## config.mk

```make
export PLATFORM = sky130hd
export DESIGN_NAME = quality_score_packer_core
export DESIGN_NICKNAME = d
export VERILOG_FILES = /design/src/hdl/qsp_pkg.sv /design/src/hdl/qsp_encoder.sv /design/src/hdl/quality_score_packer_core.sv
export SDC_FILE = /design/constraint.sdc
export NUM_CORES = 1
export LEC_CHECK = 0
export ABC_AREA = 1
export BUFFER_PORTS_ARGS = -buffer_cell sky130_fd_sc_hd__buf_2
export CAP_MARGIN = 0
export CELL_PAD_IN_SITES_DETAIL_PLACEMENT = 1
export CELL_PAD_IN_SITES_GLOBAL_PLACEMENT = 1
export CORE_ASPECT_RATIO = 1.1
export CORE_MARGIN = 2
export CORE_UTILIZATION = 47
export DETAILED_ROUTE_END_ITERATION = 10
export HOLD_SLACK_MARGIN = 0.1
export PLACE_DENSITY_LB_ADDON = 0.1
export SLEW_MARGIN = 10
export SYNTH_ARGS = -nofsm -noshare
export SYNTH_HDL_FRONTEND = slang
export SYNTH_SLANG_ARGS = --single-unit
```

## constraint.sdc

```tcl
create_clock -name i_clk -period 6.41 [get_ports i_clk]
set_input_delay 1.282 -clock i_clk [delete_from_list [all_inputs] [get_ports i_clk]]
set_output_delay 1.282 -clock i_clk [all_outputs]
set_load 0.01 [all_outputs]
```

## src/hdl/qsp_pkg.sv

```systemverilog
// Types and constants of the quality score packer.
// Used by the encoder and the top level; depends on nothing.
package qsp_pkg;

    localparam logic [6:0] MODE_RESET     = 7'd40;
    localparam logic [6:0] MODE_KNEE      = 7'd40;
    localparam logic [7:0] WINDOW_FLOOR   = 8'd33;
    localparam logic [7:0] WINDOW_OFFSET  = 8'd7;
    localparam logic [7:0] UPPER_OFFSET   = 8'd4;
    localparam logic [7:0] NEWLINE_CHAR   = 8'd10;
    localparam logic [5:0] RUN_LIMIT      = 6'd55;
    localparam logic [7:0] RUN_BASE       = 8'd199;
    localparam logic [7:0] PAIR_BASE      = 8'd73;
    localparam logic [7:0] TRIPLE_BASE    = 8'd137;
    localparam logic [7:0] LITERAL_OFFSET = 8'd32;
    localparam logic [7:0] NEWLINE_CODE   = 8'd0;

    typedef struct packed {
        logic [5:0] pending;
        logic [7:0] prev;
        logic [7:0] prev_prev;
    } t_pack_state;

    typedef struct packed {
        logic [1:0]  count;
        logic [7:0]  code0;
        logic [7:0]  code1;
        t_pack_state state;
    } t_enc_res;

endpackage

```

## src/hdl/qsp_encoder.sv

```systemverilog
// Single-pass encoder: one quality character plus packing state to up to two codes.
// Depends on qsp_pkg.
module qsp_encoder (
    input  logic [6:0]           i_mode,
    input  logic [7:0]           i_char,
    input  qsp_pkg::t_pack_state i_state,
    output qsp_pkg::t_enc_res    o_res
);
    import qsp_pkg::*;

    logic [7:0] s8;
    logic [7:0] lo;
    logic [7:0] mid;
    logic [7:0] hi;
    logic [7:0] c;
    logic [7:0] j;
    logic [7:0] k;
    logic       c_win;
    logic       c_up;
    logic       j_up;
    logic [5:0] len;
    logic [1:0] n;
    logic [7:0] codes [2];
    logic       newline;

    assign s8    = {1'b0, i_mode};
    assign lo    = (i_mode >= MODE_KNEE) ? s8 - WINDOW_OFFSET : WINDOW_FLOOR;
    assign mid   = lo + UPPER_OFFSET;
    assign hi    = lo + WINDOW_OFFSET;
    assign c     = i_char;
    assign j     = i_state.prev;
    assign k     = i_state.prev_prev;
    assign c_win = (c >= lo) && (c <= hi);
    assign c_up  = (c >= mid) && (c <= hi);
    assign j_up  = (j >= mid) && (j <= hi);

    always_comb begin
        len      = i_state.pending;
        n        = 2'd0;
        codes[0] = NEWLINE_CODE;
        codes[1] = NEWLINE_CODE;
        newline  = 1'b0;
        if (len == 6'd0 && (c == s8 || c_win)) begin
            len = 6'd1;
        end else if (len == 6'd1 && ((c == s8 && j == s8) || (c_up && j_up))) begin
            len = 6'd2;
        end else if (len >= 6'd2 && len < RUN_LIMIT && k == s8 && j == s8 && c == s8) begin
            len = len + 6'd1;
        end else begin
            len = len + 6'd1;
            if ((len > 6'd2 && j == s8 && k == s8) || (len == 6'd2 && j == s8)) begin
                codes[n[0]] = RUN_BASE + {2'b00, len};
                n           = n + 2'd1;
                len         = 6'd1;
            end
            if (len == 6'd3) begin
                if (c_up) begin
                    codes[n[0]] = TRIPLE_BASE + (k - mid) + ((j - mid) << 2)
                                  + ((c - mid) << 4);
                    len = 6'd0;
                end else begin
                    codes[n[0]] = PAIR_BASE + (k - lo) + ((j - lo) << 3);
                    len = 6'd1;
                end
                n = n + 2'd1;
            end
            if (len == 6'd2) begin
                if (c_win) begin
                    codes[n[0]] = PAIR_BASE + (j - lo) + ((c - lo) << 3);
                    len = 6'd0;
                end else begin
                    codes[n[0]] = j - LITERAL_OFFSET;
                    len = 6'd1;
                end
                n = n + 2'd1;
            end
            if (len == 6'd1) begin
                if (c == NEWLINE_CHAR) begin
                    codes[n[0]] = NEWLINE_CODE;
                    n           = n + 2'd1;
                    len         = 6'd0;
                    newline     = 1'b1;
                end else if (!c_win) begin
                    codes[n[0]] = c - LITERAL_OFFSET;
                    n           = n + 2'd1;
                    len         = 6'd0;
                end
            end
        end
    end

    assign o_res.count           = n;
    assign o_res.code0           = codes[0];
    assign o_res.code1           = codes[1];
    assign o_res.state.pending   = len;
    assign o_res.state.prev      = newline ? NEWLINE_CHAR : c;
    assign o_res.state.prev_prev = newline ? 8'd0 : j;

endmodule

```

## src/hdl/quality_score_packer_core.sv

```systemverilog
// Top level of the quality score packer: state registers, encoder and result queue.
// Depends on qsp_pkg and qsp_encoder.

// Each accepted request is encoded in the cycle it is accepted and its zero, one or two
// codes enter a result queue of QUEUE_DEPTH entries; each code is offered at the output
// from its queue register. A request is taken every cycle as long as the output side
// takes one code per cycle and requests yield at most one code each; a request that
// yields two codes holds the single output port for both of them, so the sustained rate
// is set by the number of codes produced. Requests are taken while the queue has room for
// two codes. Symbols still held in a run or pair are released only by a later request.
module quality_score_packer_core #(
    parameter int QUEUE_DEPTH = 4
) (
    input  logic       i_clk,
    input  logic       i_rst_n,
    input  logic       i_cfg_wr_en,
    input  logic [6:0] i_cfg_wr_data,
    input  logic       i_qual_valid,
    output logic       o_qual_ready,
    input  logic [7:0] i_qual_byte,
    output logic       o_code_valid,
    input  logic       i_code_ready,
    output logic [7:0] o_code_byte,
    output logic       o_last_of_run
);
    import qsp_pkg::*;

    localparam int PTR_W = (QUEUE_DEPTH > 2) ? $clog2(QUEUE_DEPTH) : 1;
    localparam int CNT_W = $clog2(QUEUE_DEPTH + 1);
    localparam logic [PTR_W-1:0] PTR_LAST = PTR_W'(QUEUE_DEPTH - 1);

    logic [6:0]       r_mode;
    t_pack_state      r_state;
    logic [7:0]       r_fifo_code [QUEUE_DEPTH];
    logic             r_fifo_last [QUEUE_DEPTH];
    logic [PTR_W-1:0] r_wr_ptr;
    logic [PTR_W-1:0] r_rd_ptr;
    logic [CNT_W-1:0] r_count;

    logic [PTR_W-1:0] n_wr_ptr;
    logic [PTR_W-1:0] n_rd_ptr;
    logic [CNT_W-1:0] n_count;
    logic [PTR_W-1:0] wr_ptr_1;
    logic [PTR_W-1:0] wr_ptr_2;
    logic [1:0]       push_n;
    logic             accept;
    logic             pop;
    t_enc_res         enc_res;

    qsp_encoder u_encoder (
        .i_mode  (r_mode),
        .i_char  (i_qual_byte),
        .i_state (r_state),
        .o_res   (enc_res)
    );

    assign o_qual_ready  = (r_count <= CNT_W'(QUEUE_DEPTH - 2));
    assign o_code_valid  = (r_count != '0);
    assign o_code_byte   = r_fifo_code[r_rd_ptr];
    assign o_last_of_run = r_fifo_last[r_rd_ptr];

    assign accept = i_qual_valid && o_qual_ready;
    assign pop    = o_code_valid && i_code_ready;
    assign push_n = accept ? enc_res.count : 2'd0;

    assign wr_ptr_1 = (r_wr_ptr == PTR_LAST) ? '0 : r_wr_ptr + PTR_W'(1);
    assign wr_ptr_2 = (wr_ptr_1 == PTR_LAST) ? '0 : wr_ptr_1 + PTR_W'(1);

    always_comb begin
        case (push_n)
            2'd1:    n_wr_ptr = wr_ptr_1;
            2'd2:    n_wr_ptr = wr_ptr_2;
            default: n_wr_ptr = r_wr_ptr;
        endcase
        if (pop) begin
            n_rd_ptr = (r_rd_ptr == PTR_LAST) ? '0 : r_rd_ptr + PTR_W'(1);
        end else begin
            n_rd_ptr = r_rd_ptr;
        end
        n_count = r_count + CNT_W'(push_n) - CNT_W'(pop);
    end

    always_ff @(posedge i_clk) begin
        if (!i_rst_n) begin
            r_mode    <= MODE_RESET;
            r_state   <= '0;
            r_wr_ptr  <= '0;
            r_rd_ptr  <= '0;
            r_count   <= '0;
        end else begin
            if (i_cfg_wr_en) begin
                r_mode <= i_cfg_wr_data;
            end
            if (accept) begin
                r_state <= enc_res.state;
            end
            r_wr_ptr <= n_wr_ptr;
            r_rd_ptr <= n_rd_ptr;
            r_count  <= n_count;
        end
    end

    always_ff @(posedge i_clk) begin
        if (push_n != 2'd0) begin
            r_fifo_code[r_wr_ptr] <= enc_res.code0;
            r_fifo_last[r_wr_ptr] <= (push_n == 2'd1);
        end
        if (push_n == 2'd2) begin
            r_fifo_code[wr_ptr_1] <= enc_res.code1;
            r_fifo_last[wr_ptr_1] <= 1'b1;
        end
    end

endmodule

```

* Word level (Yosys, flattened, before mapping) *
Memory sizes are Yosys's and may differ from the RTL's. A register that Yosys moved wholly into a read port is not among the register bits.
Cells that the tools add are included.

word-level totals
  output and inout port bits = 11
  input bits = 20
  memory bits (writable) = 36
  word-level logic and storage cells = 188
  memories = 2
  flip-flop bits (word level) = 36

cells by class
  add/subtract/negate cells = 28
  magnitude comparators = 16
  bitwise logic cells = 5
  reductions and logical operators = 26
  multiplexer cells = 90
  equal/unequal tests = 14

memory list
  name         depth  width  read ports  clocked after Yosys merged registers in  wr ports  line                             source
  r_fifo_code  4      8      1           1                                        2         quality_score_packer_core.sv:34  logic [7:0] r_fifo_code [QUEUE_DEPTH];
  r_fifo_last  4      1      1           1                                        2         quality_score_packer_core.sv:35  logic r_fifo_last [QUEUE_DEPTH];

operators with widths
  kind                                                 number
  two-way mux 16 bit                                   16
  two-way mux 6 bit                                    18
  bitwise mux 16 bit                                   5
  two-way mux 8 bit                                    10
  two-way mux 2 bit                                    25
  adder 8 bit                                          4
  demux 8 bit (select 1 bit)                           3
  equality test 8 x 7 -> 1 bit                         3
  >= comparator 8 bit                                  3
  subtractor 8 bit                                     3
  logical AND 1 bit                                    19
  equality test 6 x 2 -> 1 bit, second input constant  3
  adder 7 x 8 -> 8 bit, first input constant           2
  adder 8 x 3 -> 8 bit, second input constant          2
  bitwise AND 16 bit                                   1
  <= comparator 8 bit                                  2
  inverter 16 bit                                      1
  subtractor 8 x 6 -> 8 bit, second input constant     2
  adder 2 x 1 -> 2 bit, second input constant          6
  equality test 6 x 1 -> 1 bit, second input constant  2
  two-way mux 1 bit                                    12
  adder 7 x 7 -> 8 bit, first input constant           1
  adder 8 bit, first input constant                    1
  equality test 2 bit, second input constant           4
  22 further kinds                                     31

* Depth between registers and ports, before layout *
  depth after elaboration = 34
  depth in mapped cells = 38
  mapped depth without buffers = 37

* Hierarchy *
A second synthesis with hierarchy kept.

unflattened totals
  cell total of the unflattened synthesis = 1163
  area, all modules = 8069.0 um2

by module, submodules not included
  module                     area each (um2)  cells an instance  sequential area each (um2)  times used
  qsp_encoder                4813.4           789                0.0                         1
  quality_score_packer_core  3255.6           374                1801.7                      1

* Least setup slack after synthesis *
OpenSTA, ideal clock, no wires.

  path kind = flip-flop to flip-flop
  start = register r_mode[3]
  end = memory r_fifo_code[3][7], data pin
  clock period less this slack = 5.229 ns
  setup time = 0.253 ns
  path slack = 1.181 ns
  arrival time = 4.976 ns
  buffers on the path = 1
  stages on the path, launching flop included = 34
  required time = 6.157 ns
  cells stage by stage = dfxtp_1 > buf_2 > nor2_1 > nor2_1 > nor2_1 > inv_1 > nand2_1 > inv_1 > ha_1 > xor2_1 > ha_1 > xor2_1 > fa_1 > inv_1 > fa_1 > inv_1 > ha_1 > ha_1 > inv_1 > a21oi_1 > o21ai_0 > nand2_1 > inv_1 > nand3_1 > nand3_1 > nand2_1 > nand2_1 > nand3_1 > nand3_1 > nand2_1 > nand2_1 > nand2_1 > nand3_1 > nand2_1

RTL lines
  element                 line                             source
  from (decl)             quality_score_packer_core.sv:32  logic [6:0] r_mode;
  from (signal assigned)  quality_score_packer_core.sv:92  r_mode <= i_cfg_wr_data;
  to (decl)               quality_score_packer_core.sv:34

==> metrics.txt <==
Net Sw Frac 49.28%; post-route worst setup slack 0.4346 ns; setup repair after global routing missed its margin no; Syn Inst Count 1186; CP Class register to register; total number of vias 8042; kind of capture point of the worst setup path register; initial standard-cell utilization of the core 48.07%; commonest non-fill, non-tap cells in the layout 265 x nand2_1, 164 x inv_1, 147 x nand3_1, 105 x ha_1, 79 x nor2_1; leakage power summed over all cells 4.499 nW; most frequent CP cell nand2_1; Tightest Pin Transition 0.8993 ns; Sequential Power Share 20.8%; Arrival @ worst endpoint 6.06 ns; core occupancy in the finished layout 52.36%; count of inserted antenna diode cells 0; number of max-capacitance violations reported 0; hold slack final 0.4631 ns; Switching Power 1.670 mW; clock-pin slew on the worst setup and hold paths 0.07 ns; most common cell after layout, fill and taps aside nand2_1; wire length per cell after detailed routing 18.73 µm; Detailed Route Iter0 Violations 464; post-layout minimum cycle time 5.975 ns; synth unique cells 49; Max IR drop VDD 0.1439 mV; GR Overflow Total 0; Synth Net Count 1328; average vias per placed instance 5.542; layout cell share with drive strength beyond 1 9.285%; number of warnings issued by yosys 0; clock tree root buffer cell clkbuf_16; core area 17080 µm²; average footprint of a synthesized cell 6.922 µm²; count of flip-flops with a built-in enable after synthesis 32; post-place instance area 8597 µm²; global-route total usage across every layer 30.01%; CTS H-tree depth 3; sequential share of the synthesized area 21.95%; Top FF cell, synth dfxtp_1; synthesis-stage register bit count 74; Critical-path top delay cell fa_1; cell-internal power 1.719 mW; signed area change from the synthesized netlist to the final layout 8.932%; Post-Layout Inst Area 8942 µm²; pin count of the biggest net entering global routing 34; nets@finish 1354; residual DRC count 0; result of the run finished, final reports clean; fin. max-slew vios 0; full die area 18540 µm²; horizontal die dimension 130.0 µm; share of power burned in combinational logic 62.8%; TritonCTS clock tree yes; Hold Path Class register to register; post-route clock period utilization 93.22%; first-pass iteration count of the detailed router 5; proportion of power drawn by the clock network 16.4%; Post-DRT Antenna Nets 0; FFs w/ async S/R, synth 0%; Req. time, crit path 6.50 ns; antenna violations before repair 0; Worst Path Max Fanout 6; minimum setup slack after placement 0.2394 ns; clock latency on the worst-skew pair 0.35 ns; total standard cell area after synthesis 8209 µm²; Relative slew margins 39.90%; Worst setup SP type register; accumulated negative setup slack 0 ns; count of final hold-check violations 0; # rows 50; peak per-stage delay on the critical path 0.53 ns; buffers from clock root to sink, at most 2; Hold Buf Count CTS 0; DRT Wirelength 27180 µm; number of buffers added by the clock tree synthesis step 9; count of boundary I/O pins 31; input/output buffers 30; worst setup skew after layout 0.01342 ns; Final Setup Violations 0; height of the chip 142.6 µm; placed wire-length estimate 22140 µm; TritonCTS Sinks 74; number of global-route vias before repair 8245; Max Fclk 167.4 MHz; P per Cell Area 379.0 nW/µm²; GPL Wtd Cong 0.9924; wire length of the first global-routing pass 42920 µm
timing repair:
item / CTS / global route
gates resized for setup: 0 / 7
buffers inserted: 0 / 0
endpoints found under the setup margin: 0 / 5
per-layer routing:
layer	share of wire [%]	vias up	track usage [%]	routed length, µm
li1	-	3982	-	-
met1	41	3803	35.27	11210
met2	51	189	53.90	13900
met3	3.4	68	4.159	919
met4	4.2	0	13.30	1148
met5	0	-	0	0
critical path, delay by kind of cell (launching register included):
family / cells / cell delay, ns
AOI/OAI and AO/OA: 2 / 0.21
buffers and inverters: 5 / 0.65
adders and majority gates: 6 / 2.32
DFF: 1 / 0.47
xor gates and xnor gates: 1 / 0.42
and+or+nand+nor: 16 / 1.63
metrics by stage:
step | std cells | total power, mW
after floorplan | 1186 | 2.205
after global placement | 1435 | 2.732
after detailed placement | 1435 | 2.820
after CTS | 1451 | 3.395
after global routing | 1451 | 3.713
final | 1451 | 3.389
worst paths after layout:
check / slack, ns / start / depth (start not counted) / end
setup / recovery: 0.43 / r_mode[5] / 30 / r_fifo_code[2][7]
hold / removal: 0.46 / r_fifo_last[3] / 2 / r_fifo_last[3]
setup reg to reg: 0.43 / r_mode[5] / 30 / r_fifo_code[2][7]
hold reg to reg: 0.46 / r_fifo_last[3] / 2 / r_fifo_last[3]
state kept, by name (all words and copies together) (netlist names), named ones only:
register and cells:
r_state 22, r_rd_ptr 2, r_wr_ptr 2, r_fifo_code 32, r_fifo_last 4, r_mode 7, r_count 3
power by group through the flow:
| stage | sequential (mW) | combinational (mW) | clock (mW) |
|---|---|---|---|
| floorplan | 0.668 | 1.54 | 0 |
| global placement | 0.712 | 2.02 | 0 |
| detailed placement | 0.713 | 2.11 | 0 |
| CTS | 0.705 | 2.13 | 0.564 |
| global route | 0.716 | 2.41 | 0.586 |
| finish | 0.704 | 2.13 | 0.557 |
synth_stat cells, drive strengths merged, types with 16 or more instances:
master,number,share of area (%)
a21oi,79,5.1
buf,16,1.3
dfxtp,42,10
edfxtp,32,12
fa,17,4.1
ha,105,16
inv,170,7.8
nand2,280,13
nand3,153,9.8
nor2,89,4.5
o21ai,73,4.5
o22ai,17,1.5
xnor2,16,1.8
xor2,28,3.0
cell families (layout without fill, tap and decap cells):
family,after synthesis,in the layout,share of synthesized area (%)
AOI/OAI and AO/OA,190,190,13.15
xor gates and xnor gates,44,44,4.786
adders and majority gates,122,122,20.15
buffers and inverters,201,232,9.831
DFF,74,74,21.95
other,1,1,0.04568
and+or+nand+nor,554,554,30.09
final cells by class:
cell class	instances	area, µm²
Inverter	173	654.4
Clock buffer	9	225.2
Clock inverter	7	100.1
Fill cell	2305	8137
Timing Repair Buffer	43	247.7
Tap cell	234	292.8
Multi-Input combinational cell	911	5620
Sequential cell	74	1802
(Power assumes the default switching activity.)
